<file path="config.mk">
export PLATFORM = sky130hd
export DESIGN_NAME = rtpc_front
export DESIGN_NICKNAME = d
export VERILOG_FILES = /design/src/rtl/rtpc_pkg.sv /design/src/rtl/rtpc_front.sv
export SDC_FILE = /design/constraint.sdc
export NUM_CORES = 1
export LEC_CHECK = 0
export ABC_AREA = 1
export BUFFER_PORTS_ARGS = -buffer_cell sky130_fd_sc_hd__buf_2
export CAP_MARGIN = 20
export CORE_MARGIN = 8
export CORE_UTILIZATION = 25
export CTS_BUF_LIST = sky130_fd_sc_hd__clkbuf_4
export DETAILED_ROUTE_END_ITERATION = 7
export PLACE_DENSITY = 0.55
export SETUP_SLACK_MARGIN = 0.15
export SLEW_MARGIN = 20
export SYNTH_ARGS = -nofsm -noshare
export SYNTH_HDL_FRONTEND = slang
export SYNTH_SLANG_ARGS = --single-unit
</file>
<file path="constraint.sdc">
create_clock -name clk -period 1.98 [get_ports clk]
set_input_delay 0.099 -clock clk [delete_from_list [all_inputs] [get_ports clk]]
set_output_delay 0.099 -clock clk [all_outputs]
set_load 0.02 [all_outputs]
</file>
<file path="src/rtl/rtpc_pkg.sv">
// Package for the resistive touch point calculator.
// Holds register indexes, reset values, widths and shared types; no dependencies.
`timescale 1ns / 1ps
package rtpc_pkg;

  localparam int FullCode = 1023;

  localparam logic [2:0] RegPlate = 3'd0;
  localparam logic [2:0] RegTol = 3'd1;
  localparam logic [2:0] RegWidth = 3'd2;
  localparam logic [2:0] RegHeight = 3'd3;
  localparam logic [2:0] RegPfs = 3'd4;

  localparam logic [11:0] PlateReset = 12'd300;
  localparam logic [9:0] TolReset = 10'd10;
  localparam logic [11:0] WidthReset = 12'd320;
  localparam logic [11:0] HeightReset = 12'd240;
  localparam logic [9:0] PfsReset = 10'd100;

  localparam int QueueDepth = 4;

  // Classified item handed from front to back.
  typedef struct packed {
    logic       ok;
    logic       z1_zero;
    logic [9:0] x;
    logic [9:0] y;
    logic [9:0] z1;
    logic [9:0] z2;
  } item_t;

endpackage

</file>
<file path="src/rtl/rtpc_front.sv">
// Front part: checks sample pair agreement and forms raw coordinates.
// Depends on rtpc_pkg.
`timescale 1ns / 1ps
module rtpc_front (
  input  logic                 clk,
  input  logic                 rst,
  input  logic                 start,
  input  logic [9:0]           x_sample_first,
  input  logic [9:0]           x_sample_second,
  input  logic [9:0]           y_sample_first,
  input  logic [9:0]           y_sample_second,
  input  logic [9:0]           z_one_sample,
  input  logic [9:0]           z_two_sample,
  input  logic [9:0]           tol,
  output logic                 item_valid,
  output rtpc_pkg::item_t      item
);

  logic [9:0] dx, dy;

  always_comb begin
    dx = (x_sample_first > x_sample_second) ? x_sample_first - x_sample_second
                                            : x_sample_second - x_sample_first;
    dy = (y_sample_first > y_sample_second) ? y_sample_first - y_sample_second
                                            : y_sample_second - y_sample_first;
  end

  always_ff @(posedge clk) begin
    if (rst) begin
      item_valid <= 1'b0;
    end else begin
      item_valid <= start;
    end
    item.ok <= (dx <= tol) && (dy <= tol);
    item.z1_zero <= (z_one_sample == 10'd0);
    item.x <= 10'd1023 - x_sample_second;
    item.y <= 10'd1023 - y_sample_second;
    item.z1 <= z_one_sample;
    item.z2 <= z_two_sample;
  end

endmodule

</file>
== Word level (Yosys, flattened, before mapping) ==
Index checks and enable logic that the tools add are counted.
Cells by class
  add/subtract/negate cells: 6
  $lt $le $gt $ge: 4
  multiplexer cells: 2
  reductions and logical operators: 2
Operators by type and width (number)
  $sub A10 B10 Y10: 4
  $gt A10 B10 Y1: 2
  $le A10 B10 Y1: 2
  $mux W10: 2
  $sub A10 B10 Y10 const A: 2
  $logic_not A10 Y1: 1
  $logic_and A1 B1 Y1: 1
Storage, ports and cells
  bits in registers: 43
  bits of input ports: 73
  output and inout port bits: 43
  logic and storage cells: 21

== Depth between registers and ports, before layout ==
  depth in word-level cells: 4
  depth in mapped cells: 22
  mapped depth without buffers: 21

== Least setup slack after synthesis ==
Ideal clock, no wire load.
  path type: input port to flip-flop
  start point: input x_sample_first[4]
  end point: register item[41] (netlist name)
  library setup time: 0.109 ns
  arrival time: 2.040 ns
  required time: 1.871 ns
  slack: -0.169 ns
  stages: 21
  path buffers: 2
  cell sequence: inv_1 -> ha_1 -> clkbuf_2 -> nand2_1 -> inv_1 -> nand2_1 -> nand2_1 -> nand2_1 -> nand3_1 -> nand2_2 -> buf_6 -> nand3_1 -> o21ai_0 -> ha_1 -> nand2_1 -> nor2_1 -> o211ai_1 -> nand3_1 -> nand2_1 -> nand2_1 -> inv_1
Between the ends
  word-level cells in the longest chain between the ends: 4
  elaborated cells between the ends (all ways): 6
  those cells by class: add/sub: 2; order compare: 2; mux: 1; reduce/logical: 1
Ends and longest elaborated chain
  from (decl): RTL line rtpc_front.sv:8  | input logic [9:0] x_sample_first,
  $sub A10 B10 Y10, or another cell as far along: RTL line rtpc_front.sv:23  | : x_sample_second - x_sample_first;
  $mux W10 *: RTL line rtpc_front.sv:22  | dx = (x_sample_first > x_sample_second) ? x_sample_first - x_sample_second
  $le A10 B10 Y1 *: RTL line rtpc_front.sv:34  | item.ok <= (dx <= tol) && (dy <= tol);
  $logic_and A1 B1 Y1 *: RTL line rtpc_front.sv:34
  to (decl): RTL line rtpc_front.sv:16  | output rtpc_pkg::item_t item
Every way passes the cells marked *; elsewhere a longest branch is shown, timed or not.
A chain may end at the register's enable or synchronous reset.

== Worst setup path after layout ==
  start point: input x_sample_first[0]
  end point: register item[41] (netlist name)
Same word-level chain as after synthesis.

==> flow_results.org <==
** STA
- Total negative slack :: 0 ns
- Setup repair after global routing could not meet its margin everywhere.
- Final count of negative-setup-slack endpoints :: 0
- The final hold violation count is 0.
- Post-layout min period :: 1.81 ns
- Share of the cycle needed by the critical path after routing :: 91.3%
- Rel. slew slack :: about four fifths
- For the pin with the worst max-slew slack, the measured transition is roughly 0.27 ns.
- Max Freq :: about 0.55 GHz
- Slew Limit Fails :: 0

** Placement
- Last weighted congestion value of the routability-driven placer :: around 0.84
- Detailed Place HPWL :: 8940 um
- # port buffers :: between 100 and 150

** Setup path
- Along the worst path, the maximum fanout reaches 3.
- Data required time at the worst endpoint :: roughly 2.3 ns
- CP peak stage delay :: about 0.38 ns
- Family of cells with the greatest summed delay on the critical path :: simple AND/OR/NAND/NOR gates
- Slowest cell on the critical path :: fa_2
- Walking the worst path, the cells encountered are buf_6 -> inv_2 -> ha_4 -> inv_4 -> fa_2 -> nand2_2 -> nand3_2 -> and2_4 -> nand2_2 -> nand3_1 -> nand2_1 -> o21ai_1 -> ha_1 -> nand2_2 -> nor2_4 -> o211ai_1 -> nand3_1 -> nand2_1 -> nand2_1 -> inv_1.
- The worst setup path is captured at a flop.
- The most critical setup path has its startpoint at x_sample_first[0].
- Crit Path Category :: in -> reg
- The worst setup path is launched from an input port.
- Arr. time, crit path :: 2.15 ns
- The number of buffers and inverters on the critical path is 4.

** Synth
- Yosys reg bits :: 43
- Yosys printed 0 warnings.
- Library cell with the largest summed area after synthesis :: dfxtp_1
- Synth top area cells :: dfxtp_1, ha_1, nand2_1
- The share of synthesized area in the top cell type comes to between 20% and 30%.
- Counting every instance in the synthesized netlist gives between 500 and 600.
- Of the synthesized area, sequential elements account for 23.8%.
- Yosys mapped the design onto 27 distinct sky130hd cell types.
- A synthesized cell averages 6.59 um2.
- Synth Cell Area :: approximately 3600 um2
- When the netlist entered floorplanning its net count stood at 684.

** Drt
- Per-cell routed wire length :: 12.0 um
- Number of detailed-route iterations in the first pass :: 4
- The count of nets left with antenna violations once routing finished came out at 0.
- Total length of routed wires :: 11800 um
- For this block, the via count after detailed routing is 4091.
- Residual DRC :: 0
- Starting DRC count in detailed routing :: 203
- DR vias/cell :: 4.18

** Cells and area
- Fillers :: roughly 1500
- Net count of the finished layout :: 927
- Cells with a size suffix above 1 make up a little over two fifths of the layout.
- Relative to the synthesized area, the layout overhead comes to 71.6%.

** Floorplan
- The die covers 18600 um2.
- The core region is 14300 um2.
- Total I/O pin count :: 116
- The floorplan has 44 rows.
- Starting utilization of the core area :: 25.3%
- The floorplan step set the die height to 136 um.
- Die X :: between 100 and 150 um

** Power and ir drop
- IR Drop Worst-Case VDD :: between 0.2 and 0.25 mV
- Total power for the finished layout comes to 3180 uW.
- Total power divided by cell area :: 512 nW/um2
- The analysis attributes to cell leakage a power of between 0.003 and 0.004 uW.

** CTS
- Htree depth :: 2
- Clock Sinks :: 43
- The root buffer cell chosen for the clock tree is clkbuf_4.
- TritonCTS clock tree :: yes
- The longest clock path from root to sink contains 2 buffers.
- In this run, CTS created clock tree buffers numbering 5.
- After clock tree synthesis, the clock-pin slew on the worst setup and hold paths is 0.18 ns.

** Global route
- Largest net degree at the start of global routing :: 16
- Vias in the first global route :: 3989
- Wire length of the first global-routing pass :: 18700 um
- The number of antenna violations at the first check in global routing came to 1.
- After global routing the overflow that remains totals 0.
- Combined global-route utilization of all metal layers :: 12.4%

** Min path
- Class of the worst hold path :: in -> reg
- In this run the most critical hold path is launched from x_sample_second[1].

** Status
- Result of the run :: finished, final reports clean

** Flow run
- Across the run, the number of max-cap violations was 0.
[path summary, 6_finish.rpt]
check  endpoint  slack [ns]  cells past startpoint
min    item[31]        0.09                      3
max    item[41]        0.17                     20
[cell usage after synthesis]
master,n
nor2_1,30
fa_1,4
buf_6,2
clkbuf_2,1
nor3_1,2
inv_1,112
nand2_2,3
o21a_1,1
o21bai_1,2
a21oi_1,21
buf_2,4
ha_1,58
o21ai_2,2
dfxtp_1,43
nor4_1,1
and2_1,1
o21ai_0,11
nand2_1,164
o211ai_1,2
nand3_1,56
xor2_1,9
o21ai_1,2
a21o_1,2
nand4_1,9
buf_4,1
xnor2_1,5
nor2_2,1
[power breakdown]
| part | leakage [uW] | switching (uW) | internal, uW |
|---|---|---|---|
| Clock | 0.0000314 | 365 | 143 |
| Sequential | 0.000362 | 15.7 | 919 |
| Combinational | 0.00290 | 912 | 824 |
| Total | 0.00330 | 1290 | 1890 |
[area by class of cell]
type / instances / area (um2) / area share, %
Inverter: 112 / 423 / 6.81
Clock buffer: 5 / 37.5 / 0.605
Sequential cell: 43 / 861 / 13.9
Multi-Input combinational cell: 387 / 2960 / 47.7
Timing Repair Buffer: 243 / 1670 / 26.9
Tap cell: 184 / 230 / 3.71
Antenna cell: 1 / 2.50 / 0.0403
Clock inverter: 3 / 25.0 / 0.403
[cell usage in the layout (no fill, tap or decap), drive strengths merged]
cell type and instances:
a21o 2, a21oi 21, and2 1, buf 202, clkbuf 5, clkinv 2
clkinvlp 1, dfxtp 43, diode 1, dlygate4sd3 41, fa 4, ha 58
inv 112, nand2 168, nand3 56, nand4 9, nor2 31, nor3 2
nor4 1, o211ai 2, o21a 1, o21ai 15, o21bai 2, xnor2 5
xor2 9
[registers in the layout, summed over array words and instances (netlist names)]
name        count
item_valid      1
item           42
[per-stage QoR]
step                area, um2  setup slack, ns  cells  hold slack [ns]  util (%)
floorplan                3690          -0.0848    549            0.127         -
global placement         5000           -0.452    918            0.201      34.9
detailed placement       5000           -0.504    918            0.203      34.9
CTS                      5760            0.152    975           0.0186      40.3
global route             6210           0.0252    978           0.0731      43.4
finish                   6210            0.172    978           0.0935      43.4
[metal layers]
layer	vias up	track usage [%]	part of all wire, %
met5	-	0	0
met4	0	3.72	1.4
met3	10	2.85	6.0
met2	107	19.4	44
met1	1781	16.5	48
li1	2193	-	-
[repair_timing]
action	4_1_cts	5_1_grt
endpoints found under the hold margin	41	0
buffers inserted	7	2
hold buffers	41	0
resized for setup	60	93
setup endpoints to repair	1	1
gates cloned	1	0
pin swaps	29	47
[logic make-up (layout without fill, tap and decap cells)]
kind of cell / count (synthesis) / in the layout / share of synthesized area [%]
and+or+nand+nor: 267 / 268 / 30.8
buffers and inverters: 120 / 363 / 13.1
adders and majority gates: 62 / 62 / 22.3
AOI/OAI and AO/OA: 43 / 43 / 6.64
DFF: 43 / 43 / 23.8
xor gates and xnor gates: 14 / 14 / 3.39
other: 0 / 1 / 0
No activity file was read; power rests on OpenSTA's default activity.
