**config.mk**
```make
export PLATFORM = sky130hd
export DESIGN_NAME = rtpc_queue
export DESIGN_NICKNAME = d
export VERILOG_FILES = /design/src/rtl/rtpc_pkg.sv /design/src/rtl/rtpc_queue.sv
export SDC_FILE = /design/constraint.sdc
export NUM_CORES = 1
export LEC_CHECK = 0
export BUFFER_PORTS_ARGS = -buffer_cell sky130_fd_sc_hd__buf_2
export CAP_MARGIN = 0
export CORE_ASPECT_RATIO = 1.75
export CORE_UTILIZATION = 61
export CTS_CLUSTER_DIAMETER = 200
export DETAILED_ROUTE_END_ITERATION = 12
export PLACE_DENSITY = 0.87
export SYNTH_ARGS = -nofsm -noshare
export SYNTH_HDL_FRONTEND = slang
export SYNTH_SLANG_ARGS = --single-unit
```
**constraint.sdc**
```tcl
create_clock -name clk -period 2.85 [get_ports clk]
set_input_delay 0.285 -clock clk [delete_from_list [all_inputs] [get_ports clk]]
set_output_delay 0.285 -clock clk [all_outputs]
set_load 0.01 [all_outputs]
```
**src/rtl/rtpc_pkg.sv**
```systemverilog
// Package for the resistive touch point calculator.
// Holds register indexes, reset values, widths and shared types; no dependencies.
`timescale 1ns / 1ps
package rtpc_pkg;

  localparam int FullCode = 1023;

  localparam logic [2:0] RegPlate = 3'd0;
  localparam logic [2:0] RegTol = 3'd1;
  localparam logic [2:0] RegWidth = 3'd2;
  localparam logic [2:0] RegHeight = 3'd3;
  localparam logic [2:0] RegPfs = 3'd4;

  localparam logic [11:0] PlateReset = 12'd300;
  localparam logic [9:0] TolReset = 10'd10;
  localparam logic [11:0] WidthReset = 12'd320;
  localparam logic [11:0] HeightReset = 12'd240;
  localparam logic [9:0] PfsReset = 10'd100;

  localparam int QueueDepth = 4;

  // Classified item handed from front to back.
  typedef struct packed {
    logic       ok;
    logic       z1_zero;
    logic [9:0] x;
    logic [9:0] y;
    logic [9:0] z1;
    logic [9:0] z2;
  } item_t;

endpackage

```
**src/rtl/rtpc_queue.sv**
```systemverilog
// Short queue between the front and back parts.
// Depends on rtpc_pkg.
`timescale 1ns / 1ps
module rtpc_queue #(
  parameter int Depth = rtpc_pkg::QueueDepth
) (
  input  logic            clk,
  input  logic            rst,
  input  logic            push,
  input  rtpc_pkg::item_t din,
  input  logic            pop,
  output logic            not_empty,
  output logic            full,
  output rtpc_pkg::item_t dout
);

  localparam int AW = (Depth > 1) ? $clog2(Depth) : 1;

  rtpc_pkg::item_t mem [Depth];
  logic [AW-1:0] wp, rp;
  logic [AW:0] count;

  assign not_empty = (count != '0);
  assign full = (count == (AW+1)'(Depth));
  assign dout = mem[rp];

  always_ff @(posedge clk) begin
    if (rst) begin
      wp <= '0;
      rp <= '0;
      count <= '0;
    end else begin
      if (push) wp <= (wp == AW'(Depth - 1)) ? '0 : wp + 1'b1;
      if (pop) rp <= (rp == AW'(Depth - 1)) ? '0 : rp + 1'b1;
      count <= count + (AW+1)'(push) - (AW+1)'(pop);
    end
    if (push) mem[wp] <= din;
  end

endmodule

```
# Word level (Yosys, flattened, before mapping)
# Memories as Yosys holds them, arrays and structs flattened. A register that Yosys moved wholly into a read port is not among the register bits.
# Index checks and enable logic that the tools add are counted.
# W data, S select, Z words.
# word_totals
latchBits	0
wordCells	18
regBits	7
memories	1
ramBits	168
rom_bits	0
# op_classes
n_mux	6
n_eq_ne	3
magnitude_cmp	0
div	0
n_addsub	4
n_mul	0
bitwise_logic	0
reduce_logical	1
n_shift	0
# memory_table
name	words	word_bits	read_ports	rd_ports_with_merged_regs	write_ports	line_no	rtl
mem	4	42	1	1	1	rtpc_queue.sv:19	rtpc_pkg::item_t mem [Depth];
# ops
cell	count
$mux W2	4
$add A2 B1 Y2 const B	2
$eq A2 B2 Y1 const B	2
$add A3 B1 Y3	1
$eq A3 B3 Y1 const B	1
$reduce_bool A3 Y1	1
$sub A3 B1 Y3	1
$mux W1	2

# Logic depth before layout (Yosys ltp)
# Gate-level depths: netlist of run 1.
# logic_depth
word_depth	4
depth_mapped	7

# Worst setup path before layout of run 1
# Ideal clock, no wire load.
# synth_path
kind	register -> register
startpoint	register wp[0]
endpoint	memory mem[2][0] (netlist bit), enable pin
t_arrival_ps	1551
setup_time_ps	403
setup_slack_ps	895
stages_incl_launch_ff	4
path_cell_list	dfxtp_1 -> inv_1 -> ha_1 -> and2_1
# synth_rtl
element	line_no	rtl
start, declared	rtpc_queue.sv:20	logic [AW-1:0] wp, rp;
start signal, assigned	rtpc_queue.sv:33	if (push) wp <= (wp == AW'(Depth - 1)) ? '0 : wp + 1'b1;
end, declared	rtpc_queue.sv:19	
# No word-level cell before the write port.

==> flow_metrics.py, run 1 <==
metrics = {
    "run_status": {
        "status": "complete, no violations",
    },
    "global_routing": {
        "antenna_found_initial": 1,
        "grt_pass1_vias": 3127,
        "grt_max_degree": 43,
        "grt_first_pass_wirelength_um": 16200,
        "overflow": 0,
        "grt_use_total_pct": 21.0,
    },
    "synthesis": {
        "synth.distinct_cells": 21,
        "ys.warnings.count": 0,
        "syn_area_per_cell_um2": 25.0,
        "netlist_instances": 263,
        "synth_area_mm2": 0.00657,
        "synth_fp_nets": 317,
        "yosys_register_bits": 177,
        "seq_area_frac_synth_pct": 79.5,
    },
    "critical_path": {
        "crit_type": "reg -> out",
        "r2r_start": "count[0]$_SDFF_PP0_",
        "r2r-end": "count[2]$_SDFF_PP0_",
        "critPathMaxFanout": 23,
        "cp.arrival_ns": 2.04,
        "cp.required_ns": 2.57,
        "end_kind": "primary output",
        "startpoint_type": "flip-flop",
        "r2r_slack_ns": 1.11,
        "ff2ff_path_depth": 7,
    },
    "hold_path": {
        "holdPathEnd": "mem[2][24]$_DFFE_PP_",
        "worstHoldStart": "din[24]",
        "hold_depth": 1,
        "hold_path_class": "in -> reg",
    },
    "cells_and_area": {
        "drive_gt1_share_pct": 45.8,
        "layout_commonest_cell": "edfxtp_1",
        "register_area_mm2": 0.00523,
        "area_delta_synth_final_pct": 19.1,
        "fillers": 563,
        "nNetsFinal": 421,
        "fin_cells": 508,
        "layout_common_cells": "edfxtp_1, buf_2, mux4_2",
        "multiInputGateArea_mm2": 0.00121,
    },
    "cts": {
        "cts_post_setup_buffers_inserted": 0,
        "clockBufferDepth": 2,
        "clock_latency_ns": 0.42,
        "htreeDepth": 4,
        "cts_root_buffer": "clkbuf_16",
        "clkSlewWorstSetupHoldPaths_ns": 0.06,
        "cts_buffers": 17,
        "cts_hold_buf": 0,
        "tritoncts": "done",
        "clock_sink_count": 177,
        "cts_resized": 0,
    },
    "floorplan": {
        "pin_count": 90,
        "placement_rows": 49,
        "die-area_mm2": 0.0112,
        "die_x_um": 80.4,
        "dieHeight_um": 139,
        "start_util_pct": 63.4,
        "core_region_area_mm2": 0.0104,
    },
    "sta": {
        "finalCritPeriodShare_pct": 81.7,
        "period_needed_ns": 2.33,
        "clock_skew_ns": 0.00633,
        "final_max_slew_viol_count": 0,
        "tightestPinTransition_ns": 0.599,
        "slew_headroom_pct": 60.1,
        "setup_tns_ns": 0,
        "hold_viol": 0,
        "setup_viol": 0,
        "fmax_mhz": 429,
        "rsz0062_at_grt": "no",
    },
    "placement": {
        "dp.cells": 475,
        "port_buffers": 89,
        "dp_hpwl_um": 6240,
        "gp_congestion": 0.754,
    },
    "drt": {
        "routed_wl_um": 10700,
        "vias_per_cell": 5.76,
        "num_vias": 2925,
        "drc": 0,
        "routedWlPerCell_um": 21.1,
        "antenna_left": 0,
        "firstDrtPassIters": 4,
        "drt_iter0_drc": 176,
    },
    "power_and_ir_drop": {
        "power_density_mw_per_mm2": 758,
        "leakagePower_uw": 0.00271,
        "vdd_ir_drop_max_mv": 0.538,
    },
    "job": {
        "cap_violations": 0,
    },
}
layer usage:
metal / wire length [um] / global-route usage [%] / vias up / share of wire, %
met5: 0 / 0 / - / 0
met4: 367 / 11.0 / 0 / 3.4
met3: 505 / 5.90 / 27 / 4.7
met2: 5780 / 34.7 / 94 / 54
met1: 4050 / 24.5 / 1495 / 38
li1: - / - / 1309 / -
registers in the layout, indices dropped and copies added (netlist names), named ones only:
signal,cells
count,3
mem,168
rp,2
wp,2
worst max-delay path: stages, from the launching register on:
cell and delay (ns):
dfxtp_4 0.65, buf_12 0.26, mux4_1 0.56, buf_2 0.15
through the flow:
step	util (%)	setup slack (ns)	cell area [um^2]	hold slack (ns)	total power [uW]
2_1_floorplan	-	0.895	6570	0.354	3380
3_3_place_gp	69.4	0.892	7190	0.478	3550
3_5_place_dp	69.4	0.874	7190	0.502	3580
4_1_cts	75.5	0.426	7820	0.0691	5970
5_1_grt	75.5	0.349	7820	0.0616	6110
6_report	75.5	0.520	7820	0.0831	5930
cell families after synthesis:
kind of cell	synth area share [%]
AOI/OAI and AO/OA	0.152
xor gates and xnor gates	0.362
adders and majority gates	1.64
buffers and inverters	2.10
DFF	79.5
muxes	14.8
and+or+nand+nor	1.39
cells in the mapped netlist:
master,count,area [um^2]
nor2b_1,2,12.5
clkbuf_1,1,3.75
buf_12,4,80.1
and2_1,4,25.0
buf_2,4,20.0
mux2i_1,2,20.0
dfxtp_1,9,180
or3_1,1,6.26
mux4_2,40,901
inv_1,6,22.5
buf_6,1,11.3
mux4_1,2,52.6
nand2b_1,2,12.5
nor2_1,3,11.3
and3_1,1,6.26
or3b_2,2,17.5
ha_1,7,87.6
fa_1,1,20.0
a21oi_1,2,10.0
xor3_1,1,23.8
edfxtp_1,168,5040
where the power goes:
part           switching, uW  total (uW)  internal [uW]
sequential              58.3        3030           2970
combinational            241         495            255
clock                    932        2410           1480
worst max-delay path by stage:
stage	slack, ns	end
finish	0.52	dout[34]
detailed placement	0.87	dout[34]
CTS	0.43	dout[34]
global route	0.35	dout[34]
global placement	0.89	dout[34]
floorplan	0.90	mem[2][0]$_DFFE_PP_
area by class of cell:
class	instances	share of cell area, %
antenna	1	0.0320
timing repair buffer	95	7.23
multi-input combinational	70	15.5
clock buffer	17	5.44
sequential	177	66.9
inverter	6	0.288
clock inverter	15	2.62
tap	127	2.03
Power figures use the tool's default switching activity.
==> inputs of run 2 (changes only) <==
--- a/config.mk
+++ b/config.mk
@@ -5,13 +5,14 @@
 export SDC_FILE = /design/constraint.sdc
 export NUM_CORES = 1
 export LEC_CHECK = 0
+export ABC_AREA = 1
 export BUFFER_PORTS_ARGS = -buffer_cell sky130_fd_sc_hd__buf_2
 export CAP_MARGIN = 0
 export CORE_ASPECT_RATIO = 1.75
-export CORE_UTILIZATION = 61
+export CORE_UTILIZATION = 52
 export CTS_CLUSTER_DIAMETER = 200
 export DETAILED_ROUTE_END_ITERATION = 12
-export PLACE_DENSITY = 0.87
+export PLACE_DENSITY = 0.78
 export SYNTH_ARGS = -nofsm -noshare
 export SYNTH_HDL_FRONTEND = slang
 export SYNTH_SLANG_ARGS = --single-unit
==> constraint.sdc (replaced) <==
create_clock -name clk -period 1.9 [get_ports clk]
set_input_delay 0.19 -clock clk [delete_from_list [all_inputs] [get_ports clk]]
set_output_delay 0.19 -clock clk [all_outputs]
set_load 0.01 [all_outputs]
==> run 2 against run 1 <==
Design area is 16% higher. Clock power rose by 52%. Setup slack got worse by 0.46 ns. Critical path depth up 2. Global-route usage about the same. Die area rose by 30%. Total power grew 56%. Critical path type unchanged. Largest power group unchanged. Highest routed layer unchanged.
==> flow_metrics.py, run 2 <==
metrics = {
    "sta": {
        "fmax_mhz": 544,
        "final_max_slew_viol_count": 0,
        "fin_ws_ns": 0.0621,
        "slew_headroom_pct": 75.1,
        "tightestPinTransition_ns": 0.374,
        "setup_tns_ns": 0,
        "finalCritPeriodShare_pct": 96.7,
        "hold_viol": 0,
        "clock_skew_ns": 0.00469,
        "rsz0062_at_grt": "no",
        "period_needed_ns": 1.84,
        "setup_viol": 0,
    },
    "drt": {
        "routedWlPerCell_um": 16.1,
        "num_vias": 4521,
        "routed_wl_um": 14200,
        "drc": 0,
        "antenna_left": 0,
        "drt_iter0_drc": 349,
        "vias_per_cell": 5.13,
        "firstDrtPassIters": 4,
    },
    "cts": {
        "clock_sink_count": 177,
        "cts_root_buffer": "clkbuf_16",
        "clkSlewWorstSetupHoldPaths_ns": 0.06,
        "htreeDepth": 4,
        "clock_latency_ns": 0.42,
        "tritoncts": "done",
        "clockBufferDepth": 2,
        "cts_buffers": 17,
    },
    "floorplan": {
        "die_x_um": 91.7,
        "placement_rows": 57,
        "die-area_mm2": 0.0146,
        "dieHeight_um": 159,
        "pin_count": 90,
        "start_util_pct": 52.9,
        "core_region_area_mm2": 0.0138,
    },
    "power_and_ir_drop": {
        "power_density_mw_per_mm2": 1020,
        "leakagePower_uw": 0.00361,
        "vdd_ir_drop_max_mv": 0.885,
    },
    "global_routing": {
        "overflow": 0,
        "grt_first_pass_wirelength_um": 23000,
        "antenna_found_initial": 1,
        "grt_max_degree": 49,
        "grt_pass1_vias": 4768,
        "grt_use_total_pct": 20.9,
    },
    "critical_path": {
        "r2r_slack_ns": 0.23,
        "cp.required_ns": 1.71,
        "critPathMaxFanout": 45,
        "slowest_stage": "dfxtp_4",
        "crit_chain": "buf_12, a21oi_1, o21ai_0, nand2_1, buf_2",
        "r2r-end": "count[2]$_SDFF_PP0_",
        "cp_slowest_stage_delay_ns": 0.46,
        "crit_buf_inv": 2,
        "cp.arrival_ns": 1.65,
        "startpoint_type": "flip-flop",
        "ff2ff_path_depth": 9,
        "critPathTopFamily": "flip-flops",
        "end_kind": "primary output",
        "crit_type": "reg -> out",
        "r2r_start": "count[0]$_SDFF_PP0_",
    },
    "hold_path": {
        "worstHoldStart": "pop",
        "hold_depth": 3,
        "hold_path_class": "in -> reg",
    },
    "placement": {
        "port_buffers": 89,
        "dp_slack_ns": 0.247,
        "placed_cell_area_mm2": 0.00795,
        "gp_congestion": 0.760,
        "dp_hpwl_um": 8380,
    },
    "run_status": {
        "status": "complete, no violations",
    },
    "cells_and_area": {
        "nNetsFinal": 744,
        "largest_register_ffs": 168,
        "area_delta_synth_final_pct": 23.6,
        "fillers": 957,
        "layout_commonest_cell": "edfxtp_1",
        "final_cell_area_mm2": 0.00905,
        "max_flop_register": "mem",
        "layout_common_cells": "edfxtp_1, inv_1, nand2_1",
        "reg_top3": "mem: 168 flops, count: 3 flops",
        "drive_gt1_share_pct": 25.9,
    },
    "synthesis": {
        "synth_top_cell_area_share_pct": 68.9,
        "yosysTopAreaCell": "edfxtp_1",
        "netlist_instances": 551,
        "synth.area.top_cells": "edfxtp_1, o211ai_2, inv_1",
        "yosys_register_bits": 177,
        "seq_area_frac_synth_pct": 71.4,
        "synth_common_cells": "edfxtp_1, inv_1, nand2_1",
        "yosysMostFrequentCell": "edfxtp_1",
        "ys.flop_type": "edfxtp_1",
        "synth.distinct_cells": 19,
        "synth_area_mm2": 0.00732,
        "ys.warnings.count": 0,
        "synthArstFlopShare_pct": 0,
        "syn_area_per_cell_um2": 13.3,
        "synth_fp_nets": 605,
        "synth-edff-count": 168,
    },
    "job": {
        "cap_violations": 0,
    },
}
[run 2: changes by cell type in the layout (fill, tap and decap cells not counted), moves of 28 or more]
cell and delta:
a21oi_1 +43, dlygate4sd3_1 +43, inv_1 +91, mux4_2 -40, nand2_1 +93, o211ai_2 +41
o21ai_0 +28
[run 2: what timing repair did]
item                                    CTS  global route
hold endpoints to repair                172             0
buffers inserted                          2             2
endpoints found under the setup margin   23            11
gates resized for setup                   0             1
hold buffers                             43             0
[run 2: routing by layer]
| metal | global-route usage, % | wire length (um) | up-vias |
|---|---|---|---|
| met5 | 0 | 0 | - |
| met4 | 9.94 | 369 | 0 |
| met3 | 4.44 | 511 | 27 |
| met2 | 38.1 | 7930 | 94 |
| met1 | 22.8 | 5410 | 2220 |
| li1 | - | - | 2180 |
[run 2: cell type report]
type | instances | area (um^2) | area share [%]
diodes | 1 | 2.50 | 0.0276
clock buffers | 17 | 425 | 4.70
clock inverters | 15 | 203 | 2.24
inverters | 101 | 379 | 4.19
multi-input cells | 245 | 1480 | 16.3
flip-flops and latches | 177 | 5230 | 57.8
well taps | 177 | 221 | 2.45
repair buffers | 148 | 1110 | 12.3
[run 2: power by group]
group / leakage (uW) / switching (uW) / internal [uW]
Clock: 0.000302 / 1440 / 2220
Sequential: 0.00162 / 75.0 / 4470
Combinational: 0.00169 / 647 / 428
[run 2: how the worst max path moves through the flow]
stage	start	end	depth (start not counted)
6_report	flip-flop	dout[0]	5
4_1_cts	flip-flop	dout[39]	5
3_5_place_dp	count[0]$_SDFF_PP0_	count[2]$_SDFF_PP0_	9
5_1_grt	flip-flop	dout[0]	5
2_1_floorplan	wp[0]$_SDFFE_PP0P_	mem[2][0]$_DFFE_PP_	4
3_3_place_gp	count[0]$_SDFF_PP0_	count[2]$_SDFF_PP0_	9
[run 2: cell families after synthesis]
kind of cell	synth area share [%]
flops	71.4
simple gates	5.43
fa+ha+maj	1.47
compound gates	13.3
buf+inv	8.48
[run 2: tightest hold or removal path, delay by kind of cell]
family	cells	cell delay, ns
AOI/OAI and AO/OA	1	0.07
buffers and inverters	1	0.12
and+or+nand+nor	1	0.07
[run 2: per-stage QoR]
step	hold slack, ns	instances	power [uW]	util, %
2_1_floorplan	0.261	551	5220	-
4_1_cts	0.0767	878	9320	65.3
3_3_place_gp	0.393	801	5540	57.4
5_1_grt	0.0997	881	9590	65.4
3_5_place_dp	0.406	801	5610	57.4
6_report	0.0862	881	9270	65.4
